--- config.mk ---
export PLATFORM = sky130hd
export DESIGN_NAME = voxel_cube_frame_buffer
export DESIGN_NICKNAME = d
export VERILOG_FILES = /design/src/hdl/vcfb_pkg.sv /design/src/hdl/vcfb_div.sv /design/src/hdl/vcfb_store.sv /design/src/hdl/voxel_cube_frame_buffer.sv
export VERILOG_INCLUDE_DIRS = /design/src /design/src/hdl
export SDC_FILE = /design/constraint.sdc
export NUM_CORES = 1
export LEC_CHECK = 0
export ABC_AREA = 1
export BUFFER_PORTS_ARGS = -buffer_cell sky130_fd_sc_hd__buf_4
export CORE_UTILIZATION = 58
export DETAILED_ROUTE_END_ITERATION = 16
export GPL_TIMING_DRIVEN = 0
export PLACE_DENSITY = 0.79
export SLEW_MARGIN = 40
export SYNTH_ARGS = -nofsm -noshare
export SYNTH_HDL_FRONTEND = slang
export SYNTH_SLANG_ARGS = --single-unit
--- constraint.sdc ---
create_clock -name clk -period 4.3 [get_ports clk]
set_input_delay 0.215 -clock clk [delete_from_list [all_inputs] [get_ports clk]]
set_output_delay 0.215 -clock clk [all_outputs]
set_load 0.05 [all_outputs]
--- src/hdl/voxel_cube_frame_buffer_assert.svh ---
// assertion macros shared by the voxel cube frame buffer rtl
`ifndef VOXEL_CUBE_FRAME_BUFFER_ASSERT_SVH
`define VOXEL_CUBE_FRAME_BUFFER_ASSERT_SVH
`ifndef ASSERT_OFF
// antecedent in the same cycle implies consequent
`define VCFB_ASSERT_IMPLIES(label, clk, rst_n, ante, cons) \
	label: assert property (@(posedge clk) disable iff (!rst_n) (ante) |-> (cons)) \
		else $error("voxel cube frame buffer check failed");
// antecedent implies consequent in the next cycle
`define VCFB_ASSERT_NEXT(label, clk, rst_n, ante, cons) \
	label: assert property (@(posedge clk) disable iff (!rst_n) (ante) |=> (cons)) \
		else $error("voxel cube frame buffer check failed");
`else
`define VCFB_ASSERT_IMPLIES(label, clk, rst_n, ante, cons)
`define VCFB_ASSERT_NEXT(label, clk, rst_n, ante, cons)
`endif
`endif

--- src/hdl/vcfb_pkg.sv ---
// types and constants of the voxel cube frame buffer
package vcfb_pkg;

	localparam int AXIS_SIZE    = 4;
	localparam int COORD_W      = 2;
	localparam int LAYER_W      = AXIS_SIZE * AXIS_SIZE;
	localparam int BIT_W        = 4;
	localparam int BYTE_W       = 8;
	localparam int SELECT_SHIFT = 4;
	localparam int NUM_W        = 6;
	localparam int DEN_W        = 3;
	localparam int QUO_W        = 2;

	typedef enum logic [2:0] {
		OP_SET_XYZ   = 3'd0,
		OP_SET_INDEX = 3'd1,
		OP_FILL_LAYR = 3'd2,
		OP_FILL_ALL  = 3'd3,
		OP_DRAW_LINE = 3'd4,
		OP_READ_LAYR = 3'd5
	} op_t;

	typedef enum logic [1:0] {
		AX_X = 2'd0,
		AX_Y = 2'd1,
		AX_Z = 2'd2
	} axis_t;

	typedef enum logic [1:0] {
		RD_LOW  = 2'd0,
		RD_HIGH = 2'd1,
		RD_SEL  = 2'd2
	} rd_byte_t;

	typedef enum logic [1:0] {
		WR_BIT   = 2'd0,
		WR_LAYER = 2'd1,
		WR_ALL   = 2'd2
	} wr_mode_t;

	typedef enum logic [5:0] {
		ST_IDLE       = 6'b000001,
		ST_LINE_SETUP = 6'b000010,
		ST_LINE_NUM   = 6'b000100,
		ST_LINE_DIV   = 6'b001000,
		ST_LINE_WR    = 6'b010000,
		ST_RD         = 6'b100000
	} state_t;

	typedef struct packed {
		logic             en;
		wr_mode_t         mode;
		logic [1:0]       layer;
		logic [BIT_W-1:0] bit_idx;
		logic             val;
	} store_wr_t;

endpackage

--- src/hdl/vcfb_div.sv ---
// two-step restoring divider for the line interpolation
module vcfb_div import vcfb_pkg::*; (
	input  logic             clk,
	input  logic             arst_n,
	input  logic             start,
	input  logic [NUM_W-1:0] num,
	input  logic [DEN_W-1:0] den,
	output logic             busy,
	output logic             done,
	output logic [QUO_W-1:0] quo
);

	logic             busy_q;
	logic             step_q;
	logic             done_q;
	logic [NUM_W-1:0] rem_q;
	logic [DEN_W-1:0] den_q;
	logic [QUO_W-1:0] quo_q;
	logic [NUM_W-1:0] cmp;
	logic             ge;

	// first step tries twice the divisor, second the divisor itself
	always_comb begin
		if (step_q) begin
			cmp = NUM_W'(den_q);
		end else begin
			cmp = NUM_W'({den_q, 1'b0});
		end
		ge = (rem_q >= cmp);
	end

	always_ff @(posedge clk or negedge arst_n) begin
		if (!arst_n) begin
			busy_q <= 1'b0;
			step_q <= 1'b0;
			done_q <= 1'b0;
		end else begin
			done_q <= busy_q && step_q;
			if (start) begin
				busy_q <= 1'b1;
				step_q <= 1'b0;
			end else if (busy_q) begin
				step_q <= 1'b1;
				if (step_q) begin
					busy_q <= 1'b0;
				end
			end
		end
	end

	always_ff @(posedge clk) begin
		if (start) begin
			rem_q <= num;
			den_q <= den;
			quo_q <= '0;
		end else if (busy_q) begin
			quo_q <= {quo_q[0], ge};
			if (ge) begin
				rem_q <= rem_q - cmp;
			end
		end
	end

	assign busy = busy_q;
	assign done = done_q;
	assign quo  = quo_q;

endmodule

--- src/hdl/vcfb_store.sv ---
// voxel store: one 16-bit word per layer, cleared at reset
module vcfb_store import vcfb_pkg::*; (
	input  logic               clk,
	input  logic               arst_n,
	input  store_wr_t          wr,
	input  logic [1:0]         rd_layer,
	output logic [LAYER_W-1:0] rd_word
);

	logic [LAYER_W-1:0] layers_q [AXIS_SIZE];
	logic [LAYER_W-1:0] bit_mask;

	assign bit_mask = LAYER_W'(1) << wr.bit_idx;

	always_ff @(posedge clk or negedge arst_n) begin
		if (!arst_n) begin
			for (int i = 0; i < AXIS_SIZE; i++) begin
				layers_q[i] <= '0;
			end
		end else if (wr.en) begin
			case (wr.mode)
				WR_BIT: begin
					if (wr.val) begin
						layers_q[wr.layer] <= layers_q[wr.layer] | bit_mask;
					end else begin
						layers_q[wr.layer] <= layers_q[wr.layer] & ~bit_mask;
					end
				end
				WR_LAYER: begin
					layers_q[wr.layer] <= {LAYER_W{wr.val}};
				end
				WR_ALL: begin
					for (int i = 0; i < AXIS_SIZE; i++) begin
						layers_q[i] <= {LAYER_W{wr.val}};
					end
				end
				default: begin
				end
			endcase
		end
	end

	assign rd_word = layers_q[rd_layer];

endmodule

--- src/hdl/voxel_cube_frame_buffer.sv ---
// top level: command sequencer, line engine and readout of the voxel cube
//
// commands enter on the in_valid / in_ready channel, one beat per command;
// readout bytes leave on the out_valid / out_ready channel
// set, set by index, fill layer and fill all update the store at the
// accepting edge; in_ready stays high, so one such command per cycle
// draw line: a setup state, then per point two interpolations on the
// shared divider (each a numerator state and a divide state) and a write
// state; in_ready stays low from acceptance until the last point is written
// read layer: the layer word is sampled at acceptance, then three beats
// follow (low byte, high byte, select byte with last_byte set); each is
// loaded into the output register once that register is free, and in_ready
// returns once the third is loaded
// a stalled receiver holds the output register and the readout waits on it;
// the store is never written during readout
// reset clears the cube to dark and leaves both channels idle
module voxel_cube_frame_buffer import vcfb_pkg::*; (
	input  logic               clk,
	input  logic               arst_n,
	input  logic               in_valid,
	output logic               in_ready,
	input  logic [2:0]         opcode,
	input  logic               pixel_value,
	input  logic [COORD_W-1:0] start_x,
	input  logic [COORD_W-1:0] start_y,
	input  logic [COORD_W-1:0] start_z,
	input  logic [COORD_W-1:0] end_x,
	input  logic [COORD_W-1:0] end_y,
	input  logic [COORD_W-1:0] end_z,
	input  logic [BIT_W-1:0]   bit_index,
	input  logic [1:0]         layer_sel,
	output logic               out_valid,
	input  logic               out_ready,
	output logic [BYTE_W-1:0]  out_byte,
	output logic               last_byte
);

	`include "voxel_cube_frame_buffer_assert.svh"

	state_t state_q;
	logic   in_acc;
	op_t    op;

	// captured line endpoints and value
	logic [COORD_W-1:0] x0_q, y0_q, z0_q, x1_q, y1_q, z1_q;
	logic               val_q;

	// line setup results: dominant start, the two other axes as (a, b)
	axis_t              axis_q;
	logic [COORD_W-1:0] span_q, t_q, dom_q;
	logic [COORD_W-1:0] as_q, ae_q, bs_q, be_q;
	logic [COORD_W-1:0] ca_q, cb_q;
	logic               k_q;

	// readout
	logic [LAYER_W-1:0] rd_word_q;
	logic [1:0]         rd_layer_q;
	rd_byte_t           rd_cnt_q;
	logic               out_valid_q;
	logic [BYTE_W-1:0]  out_byte_q;
	logic               last_q;
	logic               out_load;
	logic [BYTE_W-1:0]  next_byte;

	// store and divider hookup
	store_wr_t          wr;
	logic [LAYER_W-1:0] rd_word;
	logic               div_start, div_busy, div_done;
	logic [NUM_W-1:0]   div_num;
	logic [DEN_W-1:0]   div_den;
	logic [QUO_W-1:0]   div_quo;

	assign in_ready = (state_q == ST_IDLE);
	assign in_acc   = in_valid && in_ready;
	assign op       = op_t'(opcode);

	// ------------------------------------------------------------------
	// line setup: distances, dominant axis (ties to z), endpoint swap
	// ------------------------------------------------------------------
	logic [COORD_W-1:0] dx, dy, dz;
	axis_t              su_axis;
	logic               su_swap;
	logic [COORD_W-1:0] spx, spy, spz, sqx, sqy, sqz;
	logic [COORD_W-1:0] su_span, su_dom, su_as, su_ae, su_bs, su_be;

	always_comb begin
		dx = (x0_q > x1_q) ? x0_q - x1_q : x1_q - x0_q;
		dy = (y0_q > y1_q) ? y0_q - y1_q : y1_q - y0_q;
		dz = (z0_q > z1_q) ? z0_q - z1_q : z1_q - z0_q;
		if (dx > dy && dx > dz) begin
			su_axis = AX_X;
			su_swap = (x0_q > x1_q);
		end else if (dy > dx && dy > dz) begin
			su_axis = AX_Y;
			su_swap = (y0_q > y1_q);
		end else begin
			su_axis = AX_Z;
			su_swap = (z0_q > z1_q);
		end
		spx = su_swap ? x1_q : x0_q;
		spy = su_swap ? y1_q : y0_q;
		spz = su_swap ? z1_q : z0_q;
		sqx = su_swap ? x0_q : x1_q;
		sqy = su_swap ? y0_q : y1_q;
		sqz = su_swap ? z0_q : z1_q;
		case (su_axis)
			AX_X: begin
				su_span = dx;
				su_dom  = spx;
				su_as   = spy;
				su_ae   = sqy;
				su_bs   = spz;
				su_be   = sqz;
			end
			AX_Y: begin
				su_span = dy;
				su_dom  = spy;
				su_as   = spx;
				su_ae   = sqx;
				su_bs   = spz;
				su_be   = sqz;
			end
			default: begin
				su_span = dz;
				su_dom  = spz;
				su_as   = spx;
				su_ae   = sqx;
				su_bs   = spy;
				su_be   = sqy;
			end
		endcase
	end

	// ------------------------------------------------------------------
	// interpolation numerator 2*s*span + 2*(e-s)*t + span over 2*span
	// ------------------------------------------------------------------
	logic [COORD_W-1:0] ip_s, ip_e;
	logic [3:0]         s_span;
	logic signed [3:0]  dlt;
	logic signed [6:0]  dlt_t;
	logic signed [6:0]  num_s;

	always_comb begin
		ip_s   = k_q ? bs_q : as_q;
		ip_e   = k_q ? be_q : ae_q;
		s_span = 4'(ip_s) * 4'(span_q);
		dlt    = signed'({2'b00, ip_e}) - signed'({2'b00, ip_s});
		dlt_t  = 7'(dlt) * signed'({5'b00000, t_q});
		num_s  = signed'({2'b00, s_span, 1'b0}) + (dlt_t <<< 1)
			+ signed'({5'b00000, span_q});
		// never below zero for in-range points, clamp for safety
		div_num   = num_s[6] ? '0 : num_s[NUM_W-1:0];
		div_den   = {span_q, 1'b0};
		div_start = (state_q == ST_LINE_NUM);
	end

	vcfb_div u_div (
		.clk    (clk),
		.arst_n (arst_n),
		.start  (div_start),
		.num    (div_num),
		.den    (div_den),
		.busy   (div_busy),
		.done   (div_done),
		.quo    (div_quo)
	);

	// ------------------------------------------------------------------
	// store write port
	// ------------------------------------------------------------------
	logic [COORD_W-1:0] pt_x, pt_y, pt_z, dom_t;

	always_comb begin
		dom_t = dom_q + t_q;
		case (axis_q)
			AX_X: begin
				pt_x = dom_t;
				pt_y = ca_q;
				pt_z = cb_q;
			end
			AX_Y: begin
				pt_x = ca_q;
				pt_y = dom_t;
				pt_z = cb_q;
			end
			default: begin
				pt_x = ca_q;
				pt_y = cb_q;
				pt_z = dom_t;
			end
		endcase

		wr = '{en: 1'b0, mode: WR_BIT, layer: '0, bit_idx: '0, val: 1'b0};
		if (in_acc) begin
			wr.val = pixel_value;
			case (op)
				OP_SET_XYZ: begin
					wr.en      = 1'b1;
					wr.layer   = start_z;
					wr.bit_idx = {start_y, start_x};
				end
				OP_SET_INDEX: begin
					wr.en      = 1'b1;
					wr.layer   = layer_sel;
					wr.bit_idx = bit_index;
				end
				OP_FILL_LAYR: begin
					wr.en    = 1'b1;
					wr.mode  = WR_LAYER;
					wr.layer = layer_sel;
				end
				OP_FILL_ALL: begin
					wr.en   = 1'b1;
					wr.mode = WR_ALL;
				end
				default: begin
				end
			endcase
		end else if (state_q == ST_LINE_SETUP && su_span == '0) begin
			// zero span: only the start point
			wr.en      = 1'b1;
			wr.val     = val_q;
			wr.layer   = z0_q;
			wr.bit_idx = {y0_q, x0_q};
		end else if (state_q == ST_LINE_WR) begin
			wr.en      = 1'b1;
			wr.val     = val_q;
			wr.layer   = pt_z;
			wr.bit_idx = {pt_y, pt_x};
		end
	end

	vcfb_store u_store (
		.clk      (clk),
		.arst_n   (arst_n),
		.wr       (wr),
		.rd_layer (layer_sel),
		.rd_word  (rd_word)
	);

	// ------------------------------------------------------------------
	// sequencer
	// ------------------------------------------------------------------
	assign out_load = (state_q == ST_RD) && (!out_valid_q || out_ready);

	always_ff @(posedge clk or negedge arst_n) begin
		if (!arst_n) begin
			state_q  <= ST_IDLE;
			k_q      <= 1'b0;
			t_q      <= '0;
			rd_cnt_q <= RD_LOW;
		end else begin
			case (state_q)
				ST_IDLE: begin
					if (in_acc && op == OP_DRAW_LINE) begin
						state_q <= ST_LINE_SETUP;
					end else if (in_acc && op == OP_READ_LAYR) begin
						state_q  <= ST_RD;
						rd_cnt_q <= RD_LOW;
					end
				end
				ST_LINE_SETUP: begin
					k_q <= 1'b0;
					t_q <= '0;
					if (su_span == '0) begin
						state_q <= ST_IDLE;
					end else begin
						state_q <= ST_LINE_NUM;
					end
				end
				ST_LINE_NUM: begin
					state_q <= ST_LINE_DIV;
				end
				ST_LINE_DIV: begin
					if (div_done) begin
						if (k_q) begin
							state_q <= ST_LINE_WR;
						end else begin
							k_q     <= 1'b1;
							state_q <= ST_LINE_NUM;
						end
					end
				end
				ST_LINE_WR: begin
					k_q <= 1'b0;
					if (t_q == span_q) begin
						state_q <= ST_IDLE;
					end else begin
						t_q     <= t_q + 1'b1;
						state_q <= ST_LINE_NUM;
					end
				end
				ST_RD: begin
					if (out_load) begin
						case (rd_cnt_q)
							RD_LOW:  rd_cnt_q <= RD_HIGH;
							RD_HIGH: rd_cnt_q <= RD_SEL;
							default: begin
								rd_cnt_q <= RD_LOW;
								state_q  <= ST_IDLE;
							end
						endcase
					end
				end
				default: begin
					state_q <= ST_IDLE;
				end
			endcase
		end
	end

	// datapath registers, no reset needed
	always_ff @(posedge clk) begin
		if (in_acc) begin
			x0_q       <= start_x;
			y0_q       <= start_y;
			z0_q       <= start_z;
			x1_q       <= end_x;
			y1_q       <= end_y;
			z1_q       <= end_z;
			val_q      <= pixel_value;
			rd_word_q  <= rd_word;
			rd_layer_q <= layer_sel;
		end
		if (state_q == ST_LINE_SETUP) begin
			axis_q <= su_axis;
			span_q <= su_span;
			dom_q  <= su_dom;
			as_q   <= su_as;
			ae_q   <= su_ae;
			bs_q   <= su_bs;
			be_q   <= su_be;
		end
		if (state_q == ST_LINE_DIV && div_done) begin
			if (k_q) begin
				cb_q <= div_quo;
			end else begin
				ca_q <= div_quo;
			end
		end
	end

	// ------------------------------------------------------------------
	// output register
	// ------------------------------------------------------------------
	always_comb begin
		case (rd_cnt_q)
			RD_LOW:  next_byte = rd_word_q[BYTE_W-1:0];
			RD_HIGH: next_byte = rd_word_q[LAYER_W-1:BYTE_W];
			default: next_byte = BYTE_W'(1) << (3'(rd_layer_q) + 3'(SELECT_SHIFT));
		endcase
	end

	always_ff @(posedge clk or negedge arst_n) begin
		if (!arst_n) begin
			out_valid_q <= 1'b0;
		end else if (out_load) begin
			out_valid_q <= 1'b1;
		end else if (out_ready) begin
			out_valid_q <= 1'b0;
		end
	end

	always_ff @(posedge clk) begin
		if (out_load) begin
			out_byte_q <= next_byte;
			last_q     <= (rd_cnt_q == RD_SEL);
		end
	end

	assign out_valid = out_valid_q;
	assign out_byte  = out_byte_q;
	assign last_byte = last_q;

	// ------------------------------------------------------------------
	// checks
	// ------------------------------------------------------------------
	`VCFB_ASSERT_IMPLIES(a_div_start_idle, clk, arst_n, div_start, !div_busy)
	`VCFB_ASSERT_IMPLIES(a_div_done_state, clk, arst_n, div_done, state_q == ST_LINE_DIV)
	`VCFB_ASSERT_IMPLIES(a_no_wr_in_rd, clk, arst_n, wr.en, state_q != ST_RD)
	`VCFB_ASSERT_IMPLIES(a_sel_byte, clk, arst_n, out_valid && last_byte,
		$onehot(out_byte) && out_byte[3:0] == 4'd0)

endmodule

==> results.json <==
{
  "clkPwrFrac_pct": 23.0,
  "die_h_um": 139.5,
  "synth.yosys.seq_area_share_pct": 36.45,
  "routabilityCongestion": 1.032,
  "fp.dieArea_um2": 19470,
  "synth_common_cells": "nand2_1 (614), nand3_1 (161), inv_1 (146)",
  "status": "finished clean",
  "avgViaCountPerCell": 6.103,
  "critPathMaxFanout": 10,
  "grtUsageTotal_pct": 41.40,
  "routed.top_layer": "met4",
  "synthFlopType": "dfrtp_1",
  "port_buffers": 36,
  "netSwitchingFraction_pct": 45.00,
  "cts_buffer_depth": 2,
  "num_vias": 11690,
  "seq_area_um2": 4001,
  "yosys_warnings": 0,
  "critPathCaptureType": "flip-flop",
  "fmax_mhz": 234.3,
  "final_area_um2": 13060,
  "combPwrFrac_pct": 47.9,
  "whs_path_depth": 4,
  "dp_hpwl_mm": 28.75,
  "syn_nets": 1640,
  "avgSynthCellArea_um2": 6.998,
  "clk_pin_slew_worst_paths_ns": 0.07,
  "ant_nets": 0,
  "met3WireLength_mm": 5.175,
  "rsz0062_at_grt": "true",
  "cts_buffers": 17,
  "syn_to_final_growth_pct": 18.97,
  "min_period_ns": 4.269,
  "clk_latency_ns": 0.45,
  "yosysMostFrequentCell": "nand2_1",
  "p_sw_w": 0.003097,
  "cpPeakStageDelay_ns": 0.54,
  "drtIter0Drc": 1494,
  "worst_slew_pin_slew_ns": 0.7266,
  "async_flop_share_pct": 53.74,
  "reg2reg_slack_ns": 0.03,
  "irDropWorstVdd_v": 0.0007669,
  "gr-total-overflow": 0,
  "critical_path_buf_inv_count": 4,
  "grt_max_degree": 80,
  "core-area_um2": 18270,
  "rows": 49,
  "synth_top_area_share_pct": 21.00,
  "crit_family": "simple AND/OR/NAND/NOR gates",
  "grt_first_pass_wirelength_mm": 60.44,
  "cts_root_buf": "clkbuf_16",
  "crit_required_ns": 4.64,
  "relSlewSlack_pct": 51.38,
  "wl_per_cell_um": 20.96,
  "placed_area_um2": 11550,
  "synth_top_area_cell": "nand2_1",
  "multi_input_area_um2": 6364,
  "clock_sink_count": 147,
  "finalWorstSetupSlack_ns": 0.03115,
  "fin_nets": 1744,
  "fill_cells": 1475,
  "post-place-ws_ns": -0.4432,
  "start_util_pct": 60.06,
  "dr.pass1.iters": 6,
  "drive_above_1_share_pct": 16.85,
  "synth.distinct_cells": 53,
  "wirelength_mm": 40.14,
  "cp_slowest_cell": "fa_2",
  "finalCritPeriodShare_pct": 99.28,
  "met1_length_mm": 16.00,
  "max_cap_viol_count": 0,
  "crit_arrival_ns": 4.61,
  "hold_class": "input port to flip-flop",
  "synthTopCellsByArea": "nand2_1 (21%), edfxtp_1 (18%), dfrtp_1 (18%)",
  "finalHoldViolations": 0,
  "r2r_start": "x0_q[0]",
  "hold_path_end": "state_q[5]",
  "ys_seq_elements": 147,
  "cp_common_cell": "nand2_1",
  "critical_path.startpoint_type": "flip-flop",
  "syn_area_um2": 10970,
  "wl_met2_mm": 17.48,
  "pin_count": 37,
  "drc": 0,
  "crit_type": "flip-flop to flip-flop",
  "p_per_area_nw_per_um2": 527.2,
  "grt_pass1_vias": 10740,
  "cts_tree": "yes",
  "reg2regPathDepth": 26,
  "dieWidth_um": 139.5,
  "critPathLaunch": "x0_q[0]",
  "synth_edf_count": 66,
  "cts_max_level": 4,
  "setup_violations": 0,
  "netlist_instances": 1568,
  "min_from": "opcode[1]",
  "antenna_found_initial": 0,
  "seqPwrFrac_pct": 29.1,
  "p_int_w": 0.003785,
  "power.leakage_nw": 6.668,
  "finalMaxSlewViolations": 0,
  "clock_skew_ns": 0.01552
}
cells by family after synthesis:
logic type	synth area share, %
adder cells (fa/ha/maj)	5.792
multiplexers	0.3649
buffers and inverters	9.236
AND/OR/NAND/NOR	38.35
flip-flops	36.45
XOR/XNOR	0.7981
AO/OA/AOI/OAI	9.008
timing repair:
action                                  in CTS  in global routing
hold buffers                                17                  0
endpoints found under the setup margin      70                 70
gates cloned                                 1                  1
setup buffers                                9                 21
pin swaps                                    3                 26
hold endpoints to repair                    94                  0
resized for setup                           16                 99
metal layers:
| layer | vias to the layer above | GRT usage [%] |
|---|---|---|
| li1 | 5362 | - |
| met1 | 5417 | 57.57 |
| met2 | 785 | 62.66 |
| met3 | 123 | 11.01 |
| met4 | 0 | 13.71 |
| met5 | - | 0 |
power by group through the flow:
stage	Combinational, W	Sequential [W]	Clock (W)
after global placement	0.00254	0.00200	0
after global routing	0.00355	0.00201	0.00163
final	0.00330	0.00200	0.00158
after detailed placement	0.00265	0.00201	0
after CTS	0.00292	0.00198	0.00158
after floorplan	0.00195	0.00194	0
placed cells by master, fill, tap and decap left out, types with 5 or more instances in the layout:
cell type	synthesis	layout
a21oi_1	63	60
nand2_1	614	606
xnor2_1	6	6
ha_1	38	33
inv_1	146	142
buf_2	31	26
clkbuf_1	26	19
edfxtp_1	66	66
nand3_2	8	40
o21ai_0	69	67
dfrtp_1	78	77
clkbuf_16	0	18
buf_4	12	72
o21ai_1	12	10
nand3_4	2	7
inv_6	0	7
buf_6	6	11
nor2_1	68	65
nand3_1	161	125
inv_2	13	15
fa_1	8	6
dlygate4sd3_1	0	17
or2_2	7	6
nand4_1	60	60
nor2_4	9	14
clkbuf_4	0	5
nand2_2	0	8
worst max path at each step:
stage	depth (start not counted)	endpoint	slack, ns
after floorplan	20	u_div.rem_q[1]	0.07
final	26	flip-flop	0.03
after detailed placement	20	u_div.rem_q[5]	-0.44
after global routing	27	flip-flop	-0.09
after global placement	20	u_div.rem_q[2]	-0.31
after CTS	23	flip-flop	-0.009
final cells by class:
class                           instances  area share [%]
Antenna cell                            1         0.01917
Buffer                                 74           3.527
Clock buffer                           19           3.556
Clock inverter                         13           1.179
Inverter                              160           4.677
Multi-Input combinational cell       1188           48.74
Sequential cell                       147           30.65
Tap cell                              229           2.195
Timing Repair Buffer                   84           5.453
worst reg2reg max path: stages (launching register included):
cell and delay [ns]:
edfxtp_1 0.39, inv_1 0.08, ha_1 0.23, fa_2 0.54, inv_1 0.04, nand2_1 0.06
nand2_1 0.10, ha_1 0.32, nand2_1 0.07, nand2_1 0.14, nand2_1 0.13, nor2_4 0.16
nand2_1 0.10, nand2_1 0.14, nor2_4 0.06, buf_12 0.15, nand4_4 0.17, nand3_4 0.22
buf_6 0.24, nand2_1 0.05, nand2_1 0.04, nand2_1 0.14, nand3_1 0.18, nand3_1 0.22
nand2_1 0.10, nand2_1 0.07, nand2_1 0.04
through the flow:
step / cells / hold slack, ns / utilization [%] / setup TNS (ns) / power, W
3_5_place_dp: 1834 / 0.3220 / 63.24 / -12.10 / 0.004662
2_1_floorplan: 1568 / -0.08059 / - / 0 / 0.003893
3_3_place_gp: 1833 / 0.3931 / 63.11 / -14.89 / 0.004540
5_1_grt: 1914 / 0.1172 / 71.44 / -2.924 / 0.007186
4_1_cts: 1892 / 0.07622 / 68.39 / -0.01473 / 0.006481
6_report: 1915 / 0.09006 / 71.46 / 0 / 0.006883
Power figures use the tool's default switching activity.
